===== src/sv/gai_pkg.sv =====
// Shared types and constants of the gyro attitude integrator.
// Holds the controller-to-datapath command struct, register indexes and reset values.
// No dependencies.
package gai_pkg;

  localparam int ANGLE_FRAC_BITS_DEF = 16;

  // Register indexes on the configuration channel.
  localparam logic [1:0] CFG_RATE_GAIN    = 2'd0;
  localparam logic [1:0] CFG_TIME_STEP    = 2'd1;
  localparam logic [1:0] CFG_FILTER_ALPHA = 2'd2;

  localparam logic [15:0] RATE_GAIN_RST    = 16'd3996;
  localparam logic [15:0] TIME_STEP_RST    = 16'd1311;
  localparam logic [15:0] FILTER_ALPHA_RST = 16'd64225;

  // Bias reset values in Q16.8.
  localparam logic signed [23:0] BIAS_X_RST = 24'sd2048;
  localparam logic signed [23:0] BIAS_Y_RST = -24'sd4608;
  localparam logic signed [23:0] BIAS_Z_RST = 24'sd8960;

  // 90 / 63.7 in Q.16.
  localparam logic [16:0] OUT_SCALE = 17'd92594;

  // Division by 20 is done as (x >> 2) * ceil(2^26 / 5) >> 26, exact for x below 2^23.
  localparam logic [23:0] DIV5_RECIP = 24'd13421773;
  localparam int          DIV5_SHIFT = 26;

  typedef enum logic [2:0] {
    MK_NONE,
    MK_BIAS,
    MK_RATE,
    MK_STEP,
    MK_HPF,
    MK_OUT
  } mul_kind_t;

  typedef enum logic [2:0] {
    WK_NONE,
    WK_BIAS,
    WK_RATE,
    WK_ACC,
    WK_HPF,
    WK_ANG
  } wr_kind_t;

  typedef struct packed {
    logic      load;
    logic      deliver;
    mul_kind_t mul_kind;
    logic [1:0] mul_axis;
    wr_kind_t  wr_kind;
    logic [1:0] wr_axis;
  } dp_cmd_t;

endpackage


===== src/sv/gai_ctrl.sv =====
// Sequencer of the gyro attitude integrator.
// Steps the shared multiplier through the calibrate and integrate schedules.
// Depends on gai_pkg.
module gai_ctrl (
  input  logic             clk,
  input  logic             rst_n,
  input  logic             in_tvalid,
  input  logic             in_op,
  output logic             in_tready,
  output logic             out_tvalid,
  input  logic             out_tready,
  output gai_pkg::dp_cmd_t cmd
);
  import gai_pkg::*;

  typedef enum logic [1:0] {
    S_IDLE,
    S_CAL,
    S_INT,
    S_DLV
  } state_t;

  localparam logic [3:0] LAST_CAL_STEP = 4'd3;
  localparam logic [3:0] LAST_INT_STEP = 4'd10;

  state_t     state_r;
  logic [3:0] step_r;
  logic       out_valid_r;
  logic       slot_free;

  assign in_tready  = (state_r == S_IDLE);
  assign out_tvalid = out_valid_r;
  assign slot_free  = !out_valid_r || out_tready;

  always_comb begin
    cmd          = '0;
    cmd.mul_kind = MK_NONE;
    cmd.wr_kind  = WK_NONE;
    case (state_r)
      S_IDLE: cmd.load = in_tvalid;
      S_CAL: begin
        case (step_r)
          4'd0: begin
            cmd.mul_kind = MK_BIAS; cmd.mul_axis = 2'd0;
          end
          4'd1: begin
            cmd.mul_kind = MK_BIAS; cmd.mul_axis = 2'd1;
            cmd.wr_kind  = WK_BIAS; cmd.wr_axis  = 2'd0;
          end
          4'd2: begin
            cmd.mul_kind = MK_BIAS; cmd.mul_axis = 2'd2;
            cmd.wr_kind  = WK_BIAS; cmd.wr_axis  = 2'd1;
          end
          4'd3: begin
            cmd.wr_kind = WK_BIAS; cmd.wr_axis = 2'd2;
          end
          default: ;
        endcase
      end
      S_INT: begin
        // Each step issues one product and retires the one issued by the step before.
        case (step_r)
          4'd0: begin
            cmd.mul_kind = MK_RATE; cmd.mul_axis = 2'd0;
          end
          4'd1: begin
            cmd.mul_kind = MK_RATE; cmd.mul_axis = 2'd1;
            cmd.wr_kind  = WK_RATE; cmd.wr_axis  = 2'd0;
          end
          4'd2: begin
            cmd.mul_kind = MK_RATE; cmd.mul_axis = 2'd2;
            cmd.wr_kind  = WK_RATE; cmd.wr_axis  = 2'd1;
          end
          4'd3: begin
            cmd.mul_kind = MK_STEP; cmd.mul_axis = 2'd0;
            cmd.wr_kind  = WK_RATE; cmd.wr_axis  = 2'd2;
          end
          4'd4: begin
            cmd.mul_kind = MK_STEP; cmd.mul_axis = 2'd1;
            cmd.wr_kind  = WK_ACC;  cmd.wr_axis  = 2'd0;
          end
          4'd5: begin
            cmd.mul_kind = MK_STEP; cmd.mul_axis = 2'd2;
            cmd.wr_kind  = WK_ACC;  cmd.wr_axis  = 2'd1;
          end
          4'd6: begin
            cmd.mul_kind = MK_HPF;
            cmd.wr_kind  = WK_ACC;  cmd.wr_axis  = 2'd2;
          end
          4'd7: begin
            cmd.mul_kind = MK_OUT;  cmd.mul_axis = 2'd0;
            cmd.wr_kind  = WK_HPF;
          end
          4'd8: begin
            cmd.mul_kind = MK_OUT;  cmd.mul_axis = 2'd1;
            cmd.wr_kind  = WK_ANG;  cmd.wr_axis  = 2'd0;
          end
          4'd9: begin
            cmd.mul_kind = MK_OUT;  cmd.mul_axis = 2'd2;
            cmd.wr_kind  = WK_ANG;  cmd.wr_axis  = 2'd1;
          end
          4'd10: begin
            cmd.wr_kind = WK_ANG; cmd.wr_axis = 2'd2;
          end
          default: ;
        endcase
      end
      S_DLV: cmd.deliver = slot_free;
      default: ;
    endcase
  end

  always_ff @(posedge clk) begin
    if (!rst_n) begin
      state_r     <= S_IDLE;
      step_r      <= '0;
      out_valid_r <= 1'b0;
    end else begin
      if (cmd.deliver) begin
        out_valid_r <= 1'b1;
      end else if (out_tready) begin
        out_valid_r <= 1'b0;
      end
      case (state_r)
        S_IDLE: begin
          step_r <= '0;
          if (in_tvalid) begin
            state_r <= in_op ? S_INT : S_CAL;
          end
        end
        S_CAL: begin
          step_r <= step_r + 4'd1;
          if (step_r == LAST_CAL_STEP) begin
            state_r <= S_IDLE;
          end
        end
        S_INT: begin
          step_r <= step_r + 4'd1;
          if (step_r == LAST_INT_STEP) begin
            state_r <= S_DLV;
          end
        end
        S_DLV: begin
          if (slot_free) begin
            state_r <= S_IDLE;
          end
        end
        default: state_r <= S_IDLE;
      endcase
    end
  end

endmodule


===== src/sv/gai_datapath.sv =====
// Datapath of the gyro attitude integrator: one shared registered multiplier,
// bias, angle and filter state, configuration registers and the result register.
// Depends on gai_pkg; driven by gai_ctrl commands.
module gai_datapath #(
  parameter int ANGLE_FRAC_BITS = gai_pkg::ANGLE_FRAC_BITS_DEF
) (
  input  logic             clk,
  input  logic             rst_n,
  input  gai_pkg::dp_cmd_t cmd,
  input  logic [47:0]      in_tdata,
  input  logic             cfg_valid,
  input  logic [1:0]       cfg_index,
  input  logic [15:0]      cfg_data,
  output logic [127:0]     out_tdata
);
  import gai_pkg::*;

  localparam int AW      = (ANGLE_FRAC_BITS + 18 > 35) ? ANGLE_FRAC_BITS + 18 : 35;
  localparam int BW      = 24;
  localparam int PW      = AW + BW;
  localparam int STEP_SH = 32 - ANGLE_FRAC_BITS;

  localparam logic signed [PW-1:0] S32_MAX = PW'(33'sh0_7fff_ffff);
  localparam logic signed [PW-1:0] S32_MIN = PW'(33'sh1_8000_0000);
  localparam logic signed [47:0]   ACC_LIM = 48'(64'sd1 << (ANGLE_FRAC_BITS + 16));

  logic signed [15:0] samp_r  [3];
  logic signed [23:0] bias_r  [3];
  logic signed [47:0] acc_r   [3];
  logic signed [31:0] rate_r  [3];
  logic signed [31:0] ang_r   [3];
  logic signed [31:0] hpf_in_r;
  logic signed [31:0] hpf_out_r;
  logic signed [PW-1:0] prod_r;
  logic               neg_r;
  logic [15:0]        gain_r;
  logic [15:0]        tstep_r;
  logic [15:0]        alpha_r;
  logic [127:0]       out_r;

  logic signed [24:0] d_mul;
  logic [24:0]        d_abs;
  logic signed [33:0] hp_sum;
  logic signed [47:0] acc_cl;
  logic signed [AW-1:0] op_a;
  logic signed [BW-1:0] op_b;
  logic [20:0]        quot;
  logic signed [23:0] quot_s;
  logic signed [23:0] bias_nxt;
  logic signed [PW-1:0] prod_step;
  logic signed [48:0] acc_sum;
  logic signed [47:0] acc_nxt;
  logic signed [31:0] rate_nxt;
  logic signed [31:0] hpf_nxt;
  logic signed [31:0] ang_nxt;

  function automatic logic signed [31:0] sat32(input logic signed [PW-1:0] v);
    logic signed [31:0] r;
    if (v > S32_MAX) begin
      r = {1'b0, {31{1'b1}}};
    end else if (v < S32_MIN) begin
      r = {1'b1, 31'b0};
    end else begin
      r = v[31:0];
    end
    return r;
  endfunction

  // Operand selection for the shared multiplier.
  always_comb begin
    d_mul  = $signed({samp_r[cmd.mul_axis][15], samp_r[cmd.mul_axis], 8'b0})
           - $signed({bias_r[cmd.mul_axis][23], bias_r[cmd.mul_axis]});
    d_abs  = d_mul[24] ? 25'(-d_mul) : d_mul;
    hp_sum = 34'(hpf_out_r) + 34'(rate_r[2]) - 34'(hpf_in_r);
    if (acc_r[cmd.mul_axis] > ACC_LIM) begin
      acc_cl = ACC_LIM;
    end else if (acc_r[cmd.mul_axis] < -ACC_LIM) begin
      acc_cl = -ACC_LIM;
    end else begin
      acc_cl = acc_r[cmd.mul_axis];
    end
    op_a = '0;
    op_b = '0;
    case (cmd.mul_kind)
      MK_BIAS: begin
        op_a = AW'($signed({1'b0, DIV5_RECIP}));
        op_b = $signed({1'b0, d_abs[24:2]});
      end
      MK_RATE: begin
        op_a = AW'(d_mul);
        op_b = $signed({8'b0, gain_r});
      end
      MK_STEP: begin
        op_a = AW'(rate_r[cmd.mul_axis]);
        op_b = $signed({8'b0, tstep_r});
      end
      MK_HPF: begin
        op_a = AW'(hp_sum);
        op_b = $signed({8'b0, alpha_r});
      end
      MK_OUT: begin
        op_a = acc_cl[AW-1:0];
        op_b = $signed({7'b0, OUT_SCALE});
      end
      default: ;
    endcase
  end

  // Post-processing of the product issued in the previous cycle.
  always_comb begin
    quot      = prod_r[DIV5_SHIFT +: 21];
    quot_s    = neg_r ? -$signed({3'b0, quot}) : $signed({3'b0, quot});
    bias_nxt  = bias_r[cmd.wr_axis] + quot_s;
    prod_step = prod_r >>> STEP_SH;
    acc_sum   = {acc_r[cmd.wr_axis][47], acc_r[cmd.wr_axis]} + $signed(prod_step[48:0]);
    if (acc_sum[48] != acc_sum[47]) begin
      acc_nxt = acc_sum[48] ? {1'b1, 47'b0} : {1'b0, {47{1'b1}}};
    end else begin
      acc_nxt = acc_sum[47:0];
    end
    rate_nxt = sat32(prod_r >>> 8);
    hpf_nxt  = sat32(prod_r >>> 16);
    ang_nxt  = sat32(prod_r >>> ANGLE_FRAC_BITS);
  end

  always_ff @(posedge clk) begin
    if (!rst_n) begin
      gain_r    <= RATE_GAIN_RST;
      tstep_r   <= TIME_STEP_RST;
      alpha_r   <= FILTER_ALPHA_RST;
      bias_r[0] <= BIAS_X_RST;
      bias_r[1] <= BIAS_Y_RST;
      bias_r[2] <= BIAS_Z_RST;
      acc_r[0]  <= '0;
      acc_r[1]  <= '0;
      acc_r[2]  <= '0;
      hpf_in_r  <= '0;
      hpf_out_r <= '0;
    end else begin
      if (cfg_valid) begin
        case (cfg_index)
          CFG_RATE_GAIN:    gain_r  <= cfg_data;
          CFG_TIME_STEP:    tstep_r <= cfg_data;
          CFG_FILTER_ALPHA: alpha_r <= cfg_data;
          default: ;
        endcase
      end
      case (cmd.wr_kind)
        WK_BIAS: bias_r[cmd.wr_axis] <= bias_nxt;
        WK_ACC:  acc_r[cmd.wr_axis]  <= acc_nxt;
        WK_HPF: begin
          hpf_in_r  <= rate_r[2];
          hpf_out_r <= hpf_nxt;
        end
        default: ;
      endcase
    end
  end

  always_ff @(posedge clk) begin
    prod_r <= PW'(op_a) * PW'(op_b);
    neg_r  <= d_mul[24];
    if (cmd.load) begin
      samp_r[0] <= in_tdata[15:0];
      samp_r[1] <= in_tdata[31:16];
      samp_r[2] <= in_tdata[47:32];
    end
    case (cmd.wr_kind)
      WK_RATE: rate_r[cmd.wr_axis] <= rate_nxt;
      WK_ANG:  ang_r[cmd.wr_axis]  <= ang_nxt;
      default: ;
    endcase
    if (cmd.deliver) begin
      out_r <= {hpf_out_r, ang_r[2], ang_r[1], ang_r[0]};
    end
  end

  assign out_tdata = out_r;

endmodule


===== src/sv/gyro_attitude_integrator_unit.sv =====
// Top level of the gyro attitude integrator: sequencer plus shared-multiplier datapath.
// Depends on gai_pkg, gai_ctrl and gai_datapath.
//
// Usage: a transaction on the in_ channel carries one raw three-axis gyro sample with
// the op flag in in_tuser. With op 0 the per-axis bias estimates move a twentieth of
// the way toward the sample and nothing is returned. With op 1 the bias-corrected
// rates are integrated into the angle accumulators, the z rate is high-pass filtered
// and one out_ transaction returns roll, pitch, yaw and the filtered yaw rate.
// The schedules are set by the single multiplier, registered after each product: a
// calibrate sample takes 3 products and the block is ready again once it is done; an
// integrate sample takes 10 products and the next sample is accepted only after its
// result has been handed to the output register.
// The result sits in an output register; while the receiver stalls the block still
// accepts and processes calibrate samples and runs an integrate sample up to its
// delivery step, where it waits until the output register is free.
// Reset (synchronous, rst_n low) restores register defaults, the bias estimates,
// zeroes the angle accumulators and filter state and drops out_tvalid.
// The cfg_ channel is always ready and must only be written while the block is idle.
module gyro_attitude_integrator_unit #(
  parameter int ANGLE_FRAC_BITS = gai_pkg::ANGLE_FRAC_BITS_DEF
) (
  input  logic         clk,
  input  logic         rst_n,
  input  logic         in_tvalid,
  output logic         in_tready,
  input  logic [47:0]  in_tdata,   // rate_x [15:0], rate_y [31:16], rate_z [47:32]
  input  logic [0:0]   in_tuser,   // op [0]
  output logic         out_tvalid,
  input  logic         out_tready,
  output logic [127:0] out_tdata,  // roll_angle, pitch_angle, yaw_angle, yaw_rate_filtered
  input  logic         cfg_valid,
  output logic         cfg_ready,
  input  logic [1:0]   cfg_index,
  input  logic [15:0]  cfg_data
);
  import gai_pkg::*;

  dp_cmd_t cmd;

  assign cfg_ready = 1'b1;

  gai_ctrl u_ctrl (
    .clk        (clk),
    .rst_n      (rst_n),
    .in_tvalid  (in_tvalid),
    .in_op      (in_tuser[0]),
    .in_tready  (in_tready),
    .out_tvalid (out_tvalid),
    .out_tready (out_tready),
    .cmd        (cmd)
  );

  gai_datapath #(
    .ANGLE_FRAC_BITS (ANGLE_FRAC_BITS)
  ) u_datapath (
    .clk       (clk),
    .rst_n     (rst_n),
    .cmd       (cmd),
    .in_tdata  (in_tdata),
    .cfg_valid (cfg_valid),
    .cfg_index (cfg_index),
    .cfg_data  (cfg_data),
    .out_tdata (out_tdata)
  );

  // A calibrate transaction never produces a result.
  ap_cal_silent: assert property (@(posedge clk) disable iff (!rst_n)
    (in_tvalid && in_tready && !in_tuser[0]) |=>
      !$rose(out_tvalid) ##1 !$rose(out_tvalid) ##1 !$rose(out_tvalid)
      ##1 !$rose(out_tvalid))
    else $error("calibrate transaction produced a result");

  // The block works on one sample at a time.
  ap_busy_after_accept: assert property (@(posedge clk) disable iff (!rst_n)
    (in_tvalid && in_tready) |=> !in_tready)
    else $error("input accepted while a sample is in progress");

  // A result only appears at the end of an integrate schedule.
  ap_result_from_busy: assert property (@(posedge clk) disable iff (!rst_n)
    $rose(out_tvalid) |-> $past(!in_tready))
    else $error("result appeared while the block was idle");

endmodule


===== config.mk =====
export PLATFORM = sky130hd
export DESIGN_NAME = gyro_attitude_integrator_unit
export DESIGN_NICKNAME = d
export VERILOG_FILES = /design/src/sv/gai_pkg.sv /design/src/sv/gai_ctrl.sv /design/src/sv/gai_datapath.sv /design/src/sv/gyro_attitude_integrator_unit.sv
export SDC_FILE = /design/constraint.sdc
export NUM_CORES = 2
export LEC_CHECK = 0
export BUFFER_PORTS_ARGS = -buffer_cell sky130_fd_sc_hd__buf_2
export CORE_UTILIZATION = 53
export CTS_CLUSTER_SIZE = 30
export DETAILED_ROUTE_END_ITERATION = 6
export PLACE_DENSITY = 0.72
export SLEW_MARGIN = 5
export SYNTH_ARGS = -nofsm -noshare
export SYNTH_HDL_FRONTEND = slang
export SYNTH_SLANG_ARGS = --single-unit

===== constraint.sdc =====
create_clock -name clk -period 19.3 [get_ports clk]
set_clock_uncertainty 0.15 [all_clocks]
set_input_delay 3.86 -clock clk [delete_from_list [all_inputs] [get_ports clk]]
set_output_delay 3.86 -clock clk [all_outputs]
set_load 0.05 [all_outputs]

==> impl_results.md <==
* Final period util at 78.4%
* Most frequent cells in the layout: nand2_1, inv_1, fa_1
* ANT nets after route at 0
* Crit-path max FO at 85
* Fin cells at 9249
* Clock transition at the registers of the reported paths at 0.07 ns
* Area grow syn2layout at 9.56%
* Initial antenna violation count at 9
* Top post-synthesis cells by area: edfxtp_1, fa_1, nand2_1
* Starting Density at 53.5%
* Worst-Margin Slew at 1.39 ns
* Final Hold Viols at 0
* Largest net degree at the start of global routing at 93
* # DRC at 1
* Largest area contributor in the netlist: edfxtp_1
* Avg Inst Size Synth at 9.64 µm²
* Finished Core Util at 58.6%
* TritonCTS clock tree: yes
* CTS Sinks at 827
* Die ar. at 132000 µm²
* Clk buf depth at 3
* Post-DR vias/cell at 5.99
* Min-delay worst type: register to register
* Switching power at 4.82 mW
* Design area at 76000 µm²
* Most common cell on crit path: fa_1
* Final WL at 225000 µm
* F_max at 0.0661 GHz
* Sequential share of the synthesized area at 33.3%
* Final global-route overflow total at 0
* Post-CTS setup buffers at 0
* Die W at 364 µm
* WP data required at 19.69 ns
* Max_cap viols at 0
* Post-CTS Resized at 0
* Pwr Density at 131 nW/µm²
* Synth cell types at 94
* Clk pwr share at 16.9%
* Placed cell area at 73200 µm²
* Seq cells post-synth at 827
* Core Region at 130000 µm²
* CTS Buf Count at 82
* Wirelength per Cell at 24.3 µm
* Post-synth EDFFs at 656
* Rel. slew slack at 6.16%
* DR vias at 55389
* Min Tclk post-route at 15.13 ns
* YS warnings at 0
* FFs w/ async S/R, synth at 0%
* # setup viols final at 0
* R2r setup slk at 4.17 ns
* Count of final max-slew check failures at 0
* Crit. End Element: register
* VDD IR-drop max at 251 µV
* DP HPWL at 162000 µm
* # rows at 132
* Sequential power share at 23.7%
* Placed cell count at 9086
* Skew-Pair Late Insertion Delay at 0.68 ns
* Switching share of power at 48.2%
* Slowest cell on the critical path: xnor2_2
* Slowest Stage Delay on Critical Path at 0.85 ns
* Global-route wire length before repair at 340000 µm
* Nets at 8631
* Type of origin of the critical path: register
* Yosys top cell area share at 28.4%
* Vias in the first global route at 55814
* Pint at 5.17 mW
* Cell Area, Synth at 69400 µm²
* Drt pass-1 iters at 7
* Synth Instances at 7201
* Status: complete, but fails checks
* H-tree depth at 3
* IO Pins at 203
* Post-Route Setup TNS at 0 ns
* Die H at 364 µm
* DRT iter0 DRCs at 6720
* Top FF cell, synth: edfxtp_1
* Share of cells above drive strength 1 at 7.67%
* Arrival @ worst endpoint at 15.53 ns
* Static Leak at 34.2 nW
* Failing checks: DRC
* Total track usage at 34.4%
* Port buffer count at 201
* CTS Hold Buffers Added at 0
* Root Driver: clkbuf_16
* Critical path type: register to register
* Commonest non-fill, non-tap cell in the layout: nand2_1
* GP Congestion at 1.02
* Setup repair after global routing missed its margin: false
* Gate power share at 59.3%
-- cell families after synthesis --
| group | synth area share, % |
|---|---|
| DFF | 33.3 |
| AOI/OAI and AO/OA | 10.5 |
| and+or+nand+nor | 15.0 |
| xor gates and xnor gates | 2.66 |
| buffers and inverters | 7.68 |
| adders and majority gates | 29.7 |
| other | 0.0108 |
| muxes | 1.15 |
-- routing by layer --
metal | global-route usage, % | vias up | share of wire [%]
met4 | 18.2 | 8 | 5.8
met5 | 0 | - | 0.027
met3 | 7.89 | 623 | 11
met2 | 54.0 | 3252 | 46
met1 | 44.3 | 27644 | 37
li1 | - | 23862 | -
-- flip-flops by register name, summed over array words and instances, names as in the netlist, 32 cells and up --
name                  count
out_tdata                96
u_datapath.hpf_out_r     32
u_datapath.acc_r        192
u_datapath.ang_r         96
u_datapath.prod_r        51
u_datapath.hpf_in_r      32
u_datapath.rate_r        96
u_datapath.samp_r        48
u_datapath.bias_r        96
u_datapath.out_tdata     32
-- stage by stage --
stage                     power [mW]  setup slack, ns  hold WS (ns)
final                           9.99             4.17         0.265
after global routing            10.6             3.64         0.270
after CTS                       9.89             4.50         0.268
after detailed placement        8.19             4.57         0.255
after global placement          8.09             4.86         0.251
after floorplan                 6.39             6.65         0.250
-- layout make-up --
class | instances | area, µm²
multi-input cells | 5099 | 41800
repair buffers | 340 | 2050
flip-flops and latches | 827 | 23100
clock buffers | 99 | 2210
well taps | 1742 | 2180
fillers | 10931 | 53600
clock inverters | 53 | 601
inverters | 1078 | 4050
diodes | 11 | 27.5
-- critical path, delay by kind of cell, from the launching register on --
family          cells  cell delay, ns
xor+xnor            3            1.53
compound gates     18            5.11
fa+ha+maj          10            4.70
buf+inv             2            0.75
flops               1            0.42
simple gates        7            2.25
-- synth_stat cells (all sizes together), types with 17 or more instances --
| master | count |
|---|---|
| a211oi | 17 |
| o31ai | 19 |
| o221ai | 18 |
| inv | 1078 |
| and2 | 85 |
| o211ai | 23 |
| dfxtp | 171 |
| nor2b | 30 |
| ha | 284 |
| nand2b | 32 |
| mux2i | 75 |
| o21bai | 41 |
| xor2 | 66 |
| nor3 | 55 |
| nand2 | 1258 |
| fa | 847 |
| nor4 | 57 |
| edfxtp | 656 |
| a21oi | 313 |
| or3 | 19 |
| o22ai | 77 |
| a21o | 155 |
| a31oi | 51 |
| o21ai | 164 |
| or2 | 17 |
| and3 | 32 |
| buf | 43 |
| o21a | 23 |
| xnor2 | 145 |
| clkbuf | 291 |
| nor2 | 543 |
| nand3 | 211 |
| a21boi | 84 |
| nand4 | 46 |
-- final timing paths --
kind	startpoint	to	cells after the start
max reg2reg	u_ctrl.state_r[0]	u_datapath.prod_r[52]	40
min	u_datapath.ang_r[2][8]	out_tdata[72]	0
min reg2reg	u_datapath.ang_r[2][8]	out_tdata[72]	0
max	u_ctrl.state_r[0]	u_datapath.prod_r[52]	40
-- power by group through the flow --
stage,Clock (mW),Combinational [mW],Sequential [mW]
after floorplan,0,3.95,2.44
after global placement,0,5.69,2.40
after detailed placement,0,5.79,2.40
after CTS,1.70,5.83,2.36
after global routing,1.76,6.48,2.37
final,1.69,5.93,2.37
No activity file was read; power rests on OpenSTA's default activity.
